==> src/rtl/core/wot_pkg.sv <==
// Shared types and constants of the windowed Otsu threshold block.
// No dependencies; used by windowed_otsu_threshold and wot_mdu.
`timescale 1ns / 1ps
`default_nettype none
package wot_pkg;

    localparam int BIN_COUNT_DEF        = 128;
    localparam int MAX_FRAME_PIXELS_DEF = 2048;

    // window centre clamp and level after reset
    localparam logic [7:0] LEVEL_LO    = 8'd10;
    localparam logic [7:0] LEVEL_HI    = 8'd245;
    localparam logic [7:0] LEVEL_RESET = 8'd80;
    localparam logic [3:0] WIN_STEPS   = 4'd10;  // 11 candidates
    localparam logic [6:0] WIN_HALF    = 7'd5;

    // register reset values
    localparam logic [7:0] OFFSET_RESET  = 8'd0;
    localparam logic [7:0] FLOOR_RESET   = 8'd50;
    localparam logic [7:0] CEILING_RESET = 8'd120;
    localparam logic [7:0] FG_RESET      = 8'd170;

    // register indexes
    localparam logic [1:0] REG_OFFSET  = 2'd0;
    localparam logic [1:0] REG_FLOOR   = 2'd1;
    localparam logic [1:0] REG_CEILING = 2'd2;
    localparam logic [1:0] REG_FG      = 2'd3;

    typedef enum logic {
        MDU_SQR = 1'b0,
        MDU_DIV = 1'b1
    } t_mdu_op;

    typedef struct packed {
        logic    start;
        t_mdu_op op;
    } t_mdu_ctl;

endpackage
`default_nettype wire

==> src/rtl/core/windowed_otsu_threshold.sv <==
// Top level: 128-bin histogram of a frame and windowed Otsu level search.
// Depends on wot_pkg and wot_mdu.
//
// Usage: pixels enter on the i_valid/o_ready request channel, one request per
// pixel, i_frame_end on the last one. Each pixel is a histogram read, then
// a write back of the incremented bin. On the frame_end pixel the block
// searches 11 candidate levels. Each candidate sweeps the histogram memory,
// runs two class terms (each a square, then a divide) through the bit-serial
// unit when both classes are non-empty, and ends in a compare; the unit's
// operands are PW = 2*CW+7 bits wide with CW = clog2(MAX_FRAME_PIXELS+1).
// After the result is registered the memory is cleared, one bin a cycle.
// The result sits in the output register until o_valid/i_ready completes;
// new pixels are taken meanwhile, and only a second frame end waits for the
// pending result to be taken. After reset a clearing pass of the histogram
// runs with o_ready low; register writes on the i_cfg_* port are taken at
// any time.
`timescale 1ns / 1ps
`default_nettype none
module windowed_otsu_threshold #(
    parameter int BIN_COUNT        = wot_pkg::BIN_COUNT_DEF,
    parameter int MAX_FRAME_PIXELS = wot_pkg::MAX_FRAME_PIXELS_DEF
) (
    input  wire         i_clk,
    input  wire         i_rst_n,
    input  wire         i_cfg_we,
    input  wire  [1:0]  i_cfg_idx,
    input  wire  [7:0]  i_cfg_data,
    input  wire         i_valid,
    output logic        o_ready,
    input  wire  [7:0]  i_pixel,
    input  wire         i_frame_end,
    output logic        o_valid,
    input  wire         i_ready,
    output logic [7:0]  o_otsu_level,
    output logic [7:0]  o_applied_level
);
    import wot_pkg::*;

    localparam int BW  = $clog2(BIN_COUNT);
    localparam int CW  = $clog2(MAX_FRAME_PIXELS + 1);
    localparam int SW  = CW + BW;
    localparam int PW  = SW + CW;
    localparam int QW  = 2 * PW;
    localparam int SCW = QW + 1;

    typedef enum logic [12:0] {
        S_CLEAR = 13'h0001,
        S_IDLE  = 13'h0002,
        S_UPD   = 13'h0004,
        S_INIT  = 13'h0008,
        S_SWEEP = 13'h0010,
        S_MA    = 13'h0020,
        S_MB    = 13'h0040,
        S_SQ    = 13'h0080,
        S_SQW   = 13'h0100,
        S_DV    = 13'h0200,
        S_DVW   = 13'h0400,
        S_CMP   = 13'h0800,
        S_FIN   = 13'h1000
    } t_state;

    t_state          r_state;
    logic [7:0]      r_offset, r_floor, r_ceil, r_fg;
    logic [7:0]      r_prev;
    logic [CW-1:0]   r_total;
    logic [BW-1:0]   r_bin;
    logic            r_cnt_en, r_last;
    logic [CW-1:0]   mem [BIN_COUNT];
    logic [CW-1:0]   r_rdata;
    logic [BW:0]     r_addr;
    logic            r_dv;
    logic [BW-1:0]   r_jd;
    logic [CW-1:0]   r_c0, r_c1;
    logic [SW-1:0]   r_s0, r_s1;
    logic [BW-1:0]   r_cand;
    logic [3:0]      r_left;
    logic            r_cls;
    logic [PW-1:0]   r_pa, r_pb;
    logic [SCW-1:0]  r_score, r_best;
    logic [7:0]      r_level;
    logic            r_out_valid;
    logic [7:0]      r_out_otsu, r_out_appl;

    logic            w_accept;
    logic            w_fin_go;
    logic            w_we;
    logic [BW-1:0]   w_wa, w_ra;
    logic [CW-1:0]   w_wd;
    logic [SW-1:0]   w_jprod;
    logic [SW-1:0]   w_s, w_stot;
    logic [CW-1:0]   w_c;
    logic [SW-1:0]   w_mx;
    logic [CW-1:0]   w_my;
    logic [PW-1:0]   w_prod;
    logic [PW-1:0]   w_d;
    logic [7:0]      w_centre_lvl;
    logic [7:0]      w_otsu;
    t_mdu_ctl        w_mctl;
    logic [QW-1:0]   w_mres;
    logic            w_mdone;

    assign w_accept = i_valid && o_ready;
    // result may be loaded once any earlier result is gone or leaves now
    assign w_fin_go = (r_state == S_FIN) && (!r_out_valid || i_ready);

    // configuration registers
    always_ff @(posedge i_clk) begin
        if (!i_rst_n) begin
            r_offset <= OFFSET_RESET;
            r_floor  <= FLOOR_RESET;
            r_ceil   <= CEILING_RESET;
            r_fg     <= FG_RESET;
        end else if (i_cfg_we) begin
            unique case (i_cfg_idx)
                REG_OFFSET:  r_offset <= i_cfg_data;
                REG_FLOOR:   r_floor  <= i_cfg_data;
                REG_CEILING: r_ceil   <= i_cfg_data;
                REG_FG:      r_fg     <= i_cfg_data;
                default:     ;
            endcase
        end
    end

    // histogram memory ports
    always_comb begin
        w_we = 1'b0;
        w_wa = r_bin;
        w_wd = r_rdata + 1'b1;
        if (r_state == S_CLEAR) begin
            w_we = 1'b1;
            w_wa = r_addr[BW-1:0];
            w_wd = '0;
        end else if (r_state == S_UPD) begin
            w_we = r_cnt_en;
        end
    end
    assign w_ra = (r_state == S_IDLE) ? i_pixel[BW:1] : r_addr[BW-1:0];

    always_ff @(posedge i_clk) begin
        if (w_we) mem[w_wa] <= w_wd;
        r_rdata <= mem[w_ra];
    end

    // operand selection for the class-term multiplier
    assign w_jprod = SW'(r_jd) * SW'(r_rdata);
    assign w_s     = r_cls ? r_s1 : r_s0;
    assign w_c     = r_cls ? r_c1 : r_c0;
    assign w_stot  = r_s0 + r_s1;
    assign w_mx    = (r_state == S_MA) ? w_s : w_stot;
    assign w_my    = (r_state == S_MA) ? r_total : w_c;
    assign w_prod  = PW'(w_mx) * PW'(w_my);
    assign w_d     = (r_pa > r_pb) ? (r_pa - r_pb) : (r_pb - r_pa);

    assign w_centre_lvl = (r_prev < LEVEL_LO) ? LEVEL_LO :
                          (r_prev > LEVEL_HI) ? LEVEL_HI : r_prev;

    // clamp: floor first, then ceiling
    always_comb begin
        w_otsu = r_level;
        if (w_otsu < r_floor) w_otsu = r_floor;
        if (w_otsu > r_ceil)  w_otsu = r_ceil;
    end

    always_comb begin
        w_mctl.start = (r_state == S_SQ) || (r_state == S_DV);
        w_mctl.op    = (r_state == S_DV) ? MDU_DIV : MDU_SQR;
    end

    wot_mdu #(.DW(PW), .CW(CW)) u_mdu (
        .i_clk   (i_clk),
        .i_rst_n (i_rst_n),
        .i_ctl   (w_mctl),
        .i_sq    (w_d),
        .i_dvd   (w_mres),
        .i_dvs   (w_c),
        .o_res   (w_mres),
        .o_done  (w_mdone)
    );

    // output register
    always_ff @(posedge i_clk) begin
        if (!i_rst_n) begin
            r_out_valid <= 1'b0;
        end else if (w_fin_go) begin
            r_out_valid <= 1'b1;
            r_out_otsu  <= w_otsu;
            r_out_appl  <= w_otsu + r_offset;
        end else if (o_valid && i_ready) begin
            r_out_valid <= 1'b0;
        end
    end

    // sequencer
    always_ff @(posedge i_clk) begin
        if (!i_rst_n) begin
            r_state     <= S_CLEAR;
            r_addr      <= '0;
            r_total     <= '0;
            r_prev      <= LEVEL_RESET;
            r_dv        <= 1'b0;
        end else begin
            unique case (r_state)
                S_CLEAR: begin
                    r_addr <= r_addr + 1'b1;
                    if (r_addr[BW-1:0] == BW'(BIN_COUNT - 1)) begin
                        r_state <= S_IDLE;
                        r_total <= '0;
                    end
                end
                S_IDLE: begin
                    if (w_accept) begin
                        r_bin    <= i_pixel[BW:1];
                        r_cnt_en <= r_total < CW'(MAX_FRAME_PIXELS);
                        r_last   <= i_frame_end;
                        if (r_total < CW'(MAX_FRAME_PIXELS)) r_total <= r_total + 1'b1;
                        r_state  <= S_UPD;
                    end
                end
                S_UPD: begin
                    r_state <= r_last ? S_INIT : S_IDLE;
                end
                S_INIT: begin
                    r_cand  <= w_centre_lvl[BW:1] - WIN_HALF;
                    r_left  <= WIN_STEPS;
                    r_best  <= '0;
                    r_level <= '0;
                    r_addr  <= '0;
                    r_dv    <= 1'b0;
                    r_c0 <= '0; r_c1 <= '0; r_s0 <= '0; r_s1 <= '0;
                    r_score <= '0;
                    r_state <= S_SWEEP;
                end
                S_SWEEP: begin
                    // issue reads one ahead, accumulate the returned bin
                    if (r_dv) begin
                        if (r_jd <= r_cand) begin
                            r_c0 <= r_c0 + r_rdata;
                            r_s0 <= r_s0 + w_jprod;
                        end else if (8'(r_jd) < (r_fg >> 1)) begin
                            r_c1 <= r_c1 + r_rdata;
                            r_s1 <= r_s1 + w_jprod;
                        end
                    end
                    if (r_addr < (BW+1)'(BIN_COUNT)) begin
                        r_jd   <= r_addr[BW-1:0];
                        r_dv   <= 1'b1;
                        r_addr <= r_addr + 1'b1;
                    end else begin
                        r_dv <= 1'b0;
                        if (!r_dv) begin
                            r_cls   <= 1'b0;
                            r_state <= (r_c0 == '0 || r_c1 == '0) ? S_CMP : S_MA;
                        end
                    end
                end
                S_MA: begin
                    r_pa    <= w_prod;
                    r_state <= S_MB;
                end
                S_MB: begin
                    r_pb    <= w_prod;
                    r_state <= S_SQ;
                end
                S_SQ:  r_state <= S_SQW;
                S_SQW: if (w_mdone) r_state <= S_DV;
                S_DV:  r_state <= S_DVW;
                S_DVW: begin
                    if (w_mdone) begin
                        r_score <= r_score + SCW'(w_mres);
                        if (r_cls) begin
                            r_state <= S_CMP;
                        end else begin
                            r_cls   <= 1'b1;
                            r_state <= S_MA;
                        end
                    end
                end
                S_CMP: begin
                    if (r_score > r_best) begin
                        r_best  <= r_score;
                        r_level <= {r_cand, 1'b0};
                    end
                    r_c0 <= '0; r_c1 <= '0; r_s0 <= '0; r_s1 <= '0;
                    r_score <= '0;
                    r_addr  <= '0;
                    if (r_left == '0) begin
                        r_state <= S_FIN;
                    end else begin
                        r_left  <= r_left - 1'b1;
                        r_cand  <= r_cand + 1'b1;
                        r_state <= S_SWEEP;
                    end
                end
                S_FIN: begin
                    // wait while an earlier result is still pending
                    if (w_fin_go) begin
                        r_prev      <= w_otsu + r_offset;
                        r_addr      <= '0;
                        r_state     <= S_CLEAR;
                    end
                end
                default: r_state <= S_CLEAR;
            endcase
        end
    end

    assign o_ready         = (r_state == S_IDLE);
    assign o_valid         = r_out_valid;
    assign o_otsu_level    = r_out_otsu;
    assign o_applied_level = r_out_appl;
endmodule
`default_nettype wire

==> src/rtl/core/wot_mdu.sv <==
// Bit-serial square / restoring divide unit, one bit per cycle.
// Depends on wot_pkg for the control struct.
`timescale 1ns / 1ps
`default_nettype none
module wot_mdu #(
    parameter int DW = 41,
    parameter int CW = 12
) (
    input  wire                  i_clk,
    input  wire                  i_rst_n,
    input  wot_pkg::t_mdu_ctl    i_ctl,
    input  wire  [DW-1:0]        i_sq,
    input  wire  [2*DW-1:0]      i_dvd,
    input  wire  [CW-1:0]        i_dvs,
    output logic [2*DW-1:0]      o_res,
    output logic                 o_done
);
    import wot_pkg::*;

    localparam int QW = 2 * DW;
    localparam int NW = $clog2(QW + 1);

    logic            r_busy;
    t_mdu_op         r_op;
    logic [NW-1:0]   r_cnt;
    logic            r_done;
    logic [QW-1:0]   r_acc;
    logic [QW-1:0]   r_mc;
    logic [DW-1:0]   r_mp;
    logic [CW-1:0]   r_rem;

    logic [NW-1:0]   w_last;
    logic [CW:0]     w_trial;
    logic            w_ge;
    logic [CW:0]     w_diff;

    assign w_last  = (r_op == MDU_SQR) ? NW'(DW - 1) : NW'(QW - 1);
    assign w_trial = {r_rem, r_acc[QW-1]};
    assign w_ge    = w_trial >= {1'b0, i_dvs};
    assign w_diff  = w_trial - {1'b0, i_dvs};

    // sequencing
    always_ff @(posedge i_clk) begin
        if (!i_rst_n) begin
            r_busy <= 1'b0;
            r_done <= 1'b0;
            r_cnt  <= '0;
            r_op   <= MDU_SQR;
        end else begin
            r_done <= 1'b0;
            if (i_ctl.start) begin
                r_busy <= 1'b1;
                r_op   <= i_ctl.op;
                r_cnt  <= '0;
            end else if (r_busy) begin
                r_cnt <= r_cnt + 1'b1;
                if (r_cnt == w_last) begin
                    r_busy <= 1'b0;
                    r_done <= 1'b1;
                end
            end
        end
    end

    // datapath: shift-add square or one quotient bit per step
    always_ff @(posedge i_clk) begin
        if (i_ctl.start) begin
            if (i_ctl.op == MDU_SQR) begin
                r_acc <= '0;
                r_mc  <= QW'(i_sq);
                r_mp  <= i_sq;
            end else begin
                r_acc <= i_dvd;
                r_rem <= '0;
            end
        end else if (r_busy) begin
            if (r_op == MDU_SQR) begin
                if (r_mp[0]) r_acc <= r_acc + r_mc;
                r_mc <= {r_mc[QW-2:0], 1'b0};
                r_mp <= {1'b0, r_mp[DW-1:1]};
            end else begin
                r_rem <= w_ge ? w_diff[CW-1:0] : w_trial[CW-1:0];
                r_acc <= {r_acc[QW-2:0], w_ge};
            end
        end
    end

    assign o_res  = r_acc;
    assign o_done = r_done;
endmodule
`default_nettype wire

==> config.mk <==
export PLATFORM = sky130hd
export DESIGN_NAME = windowed_otsu_threshold
export DESIGN_NICKNAME = d
export VERILOG_FILES = /design/src/rtl/core/wot_pkg.sv /design/src/rtl/core/windowed_otsu_threshold.sv /design/src/rtl/core/wot_mdu.sv
export SDC_FILE = /design/constraint.sdc
export NUM_CORES = 2
export LEC_CHECK = 0
export BUFFER_PORTS_ARGS = -buffer_cell sky130_fd_sc_hd__buf_2
export CAP_MARGIN = 20
export CORE_UTILIZATION = 60
export DETAILED_ROUTE_END_ITERATION = 10
export GPL_TIMING_DRIVEN = 1
export PLACE_DENSITY_LB_ADDON = 0.08
export SETUP_SLACK_MARGIN = 0.1
export SLEW_MARGIN = 40
export SYNTH_ARGS = -nofsm -noshare
export SYNTH_HDL_FRONTEND = slang
export SYNTH_SLANG_ARGS = --single-unit
==> constraint.sdc <==
create_clock -name i_clk -period 9.8 [get_ports i_clk]
set_input_delay 0.98 -clock i_clk [delete_from_list [all_inputs] [get_ports i_clk]]
set_output_delay 0.98 -clock i_clk [all_outputs]
set_load 0.01 [all_outputs]
==> results.toml <==
[sta]
setup_violations = 0
drv_slew = 0
period_minus_slack_ns = 8.60
finalCritPeriodShare_pct = 87.8
final_hold_viol_count = 0
rsz0062_at_grt = "no"
tightest_slew_ns = 1.05
fmax_mhz = 116
skew_ns = 0.0671
slew_headroom_pct = 29.0
setup_tns_ns = 0

[synth]
synth-edff-count = 2004
synth_top_area_share_pct = 56.0
yosysWarnings = 0
synth_area_um2 = 107000
syn_inst = 9335
syn_nets = 10100
synth_area_leaders = "edfxtp_1 56%, ha_1 5.6%, a21oi_1 5.0%, nand2_1 4.6%, fa_1 4.3%"
synth.avg_cell_area_um2 = 11.5
synth_cell_types = 93
synth_seq_cells = 2098
async_flop_share_pct = 0
synth_flop_cell = "edfxtp_1"
yosysTopAreaCell = "edfxtp_1"
ys_seq_area_share_pct = 57.8

[grt]
grt_pass1_vias = 71900
gr-total-overflow = 0
grt_util_all_layers_pct = 33.2
antenna_found_initial = 35
grt_max_degree = 154
grt_pass1_wl_um = 449000

[critical_path]
crit_path_end_kind = "flop"
worstPathArrival_ns = 9.16
path_buf_inv = 4
critPathMaxStageDelay_ns = 0.67
r2r_slack_ns = 1.20
timing.critical_path.mode_cell = "fa_1"
crit_type = "flop to flop"
slowest_stage = "o41ai_1"
crit_family = "adder cells"
worstSetupStartpointType = "flop"
worstPathMaxFanout = 7
required_ns = 10.36

[floorplanning]
fp.dieW_um = 425
std_cell_rows = 154
die-area_um2 = 181000
start_util_pct = 60.7
core_um2 = 177000
die_h_um = 425
ios = 42

[route]
routedWlPerCell_um = 25.5
ant_nets = 0
drtPass1Iterations = 6
vias = 75400
drtIter0Drc = 8924
drc = 0
routed_wl_um = 303000
viasPerCell = 6.35

[cts]
cts_buffer_depth = 3
root_buffer = "clkbuf_16"
cts_tree = "done"
path_clk_slew_ns = 0.06
cts_buffers = 211
ctsHoldBuffers = 0
clkLatencyLatePin_ns = 0.88
cts_resized = 0
clock-sinks = 2098
htree_levels = 4
post_cts.repair.setup_buffers = 0

[power_and_ir_drop]
power_frac_comb_pct = 26.2
p_int_mw = 17.0
power_frac_seq_pct = 41.3
switching_share_pct = 32.1
p_sw_mw = 8.07
vdd_drop_max_uv = 380
leakagePower_nw = 43.9
power.share.clock_pct = 32.5
p_per_area_nw_per_um2 = 212

[placed_design]
place_area_um2 = 111000
routabilityCongestion = 0.955
dpl.hpwl_um = 202000
numPortBuffers = 40

[finish]
syn_to_final_growth_pct = 10.2
fin_area_um2 = 118000
fin_nets = 10100
layout-drive-gt1-share_pct = 8.91

[status]
status = "finished, final reports clean"

[run]
drv_cap = 0

[hold_path]
hold_path_class = "primary input to flop"
-- path summary, 6_finish.rpt --
path                          from                    to  depth (start not counted)
max          r_s0[0]$_SDFFCE_PN0P_    r_pa[30]$_DFFE_PP_                         32
min reg2reg   r_fg[2]$_SDFFE_PN0P_  r_fg[2]$_SDFFE_PN0P_                          2
max reg2reg  r_s0[0]$_SDFFCE_PN0P_    r_pa[30]$_DFFE_PP_                         32
min                     i_pixel[7]    r_bin[6]$_DFFE_PP_                          1
-- cell usage after synthesis, types with 93 or more instances --
| library cell | count |
|---|---|
| and2_1 | 156 |
| nor2b_1 | 108 |
| a21o_1 | 177 |
| nor3_1 | 93 |
| nand4_1 | 94 |
| xnor2_1 | 175 |
| a22oi_1 | 108 |
| xor2_1 | 125 |
| mux2i_1 | 168 |
| nand2_1 | 1318 |
| nor2_1 | 662 |
| dfxtp_1 | 94 |
| edfxtp_1 | 2004 |
| clkbuf_1 | 312 |
| a21oi_1 | 1066 |
| o21ai_0 | 329 |
| inv_1 | 505 |
| ha_1 | 483 |
| fa_1 | 230 |
-- cell usage in the layout, fill, tap and decap left out, types with 38 or more instances in the layout --
cell type	instances
edfxtp_1	2004
nand2_1	1316
a21oi_1	1051
nor2_1	563
inv_1	505
ha_1	483
o21ai_0	326
fa_1	230
clkbuf_16	215
buf_4	191
a21o_1	177
xnor2_1	175
mux2i_1	167
and2_1	154
xor2_1	125
a22oi_1	108
nor2b_1	106
nand4_1	94
dfxtp_1	93
nand3_1	87
o21a_1	83
a221o_1	79
nor2_2	78
nor3_1	76
nand2b_1	65
nor4_1	59
and3_1	49
clkinv_2	46
a31oi_1	44
clkinv_1	43
a211oi_1	41
buf_2	40
a2111oi_0	38
clkbuf_1	38
-- logic make-up (layout without fill, tap and decap cells) --
family	Yosys count	in the layout	synth area share (%)
flops	2098	2098	57.8
compound gates	2235	2235	12.8
mux	184	184	1.74
simple gates	2833	2833	11.8
xor+xnor	300	300	2.45
fa+ha+maj	713	713	9.91
buf+inv	972	1158	3.60
other cells	0	19	0
-- layout make-up --
type | instances | area, um^2
sequential | 2098 | 62100
fill | 13100 | 58600
multi-input combinational | 6265 | 42400
clock buffer | 262 | 5650
tap | 2340 | 2930
timing repair buffer | 258 | 2080
inverter | 506 | 1900
clock inverter | 132 | 1340
antenna | 19 | 47.5
-- state kept, by name, indices dropped and copies added, names as in the netlist, 13 cells and up --
name and count:
mem 1536, r_pb 31, u_mdu.r_mc 62, u_mdu.o_res 62, r_s1 19, r_score 63, r_state 13, r_best 63
u_mdu.r_mp 31, r_pa 31, r_s0 19
-- power by group through the flow --
| stage | logic (mW) | registers [mW] | clock network [mW] |
|---|---|---|---|
| 4_1_cts | 6.43 | 10.4 | 8.21 |
| 3_3_place_gp | 6.17 | 10.6 | 0 |
| 6_report | 6.57 | 10.4 | 8.16 |
| 5_1_grt | 7.12 | 10.4 | 8.53 |
| 3_5_place_dp | 6.38 | 10.6 | 0 |
| 2_1_floorplan | 4.47 | 10.5 | 0 |
-- routing by layer --
layer	routed length (um)	GRT usage, %	part of all wire [%]	vias to the layer above
met2	133000	49.2	44	3767
met5	192	0	0.063	-
met4	11400	12.2	3.8	28
met3	33600	7.88	11	645
li1	-	-	-	33800
met1	125000	47.8	41	37100
-- per-stage QoR --
stage | setup slack, ns | utilization (%) | cells | power (mW) | hold slack (ns)
after floorplan | 1.74 | - | 9335 | 15.0 | 0.406
after global placement | 1.52 | 62.5 | 11500 | 16.7 | 0.456
after detailed placement | 1.31 | 62.8 | 11500 | 17.0 | 0.469
after CTS | 1.21 | 66.8 | 11900 | 25.0 | 0.294
after global routing | 0.779 | 66.9 | 11900 | 26.0 | 0.345
final | 1.20 | 66.9 | 11900 | 25.1 | 0.349
Note: power is estimated with default switching activity, not from simulation.
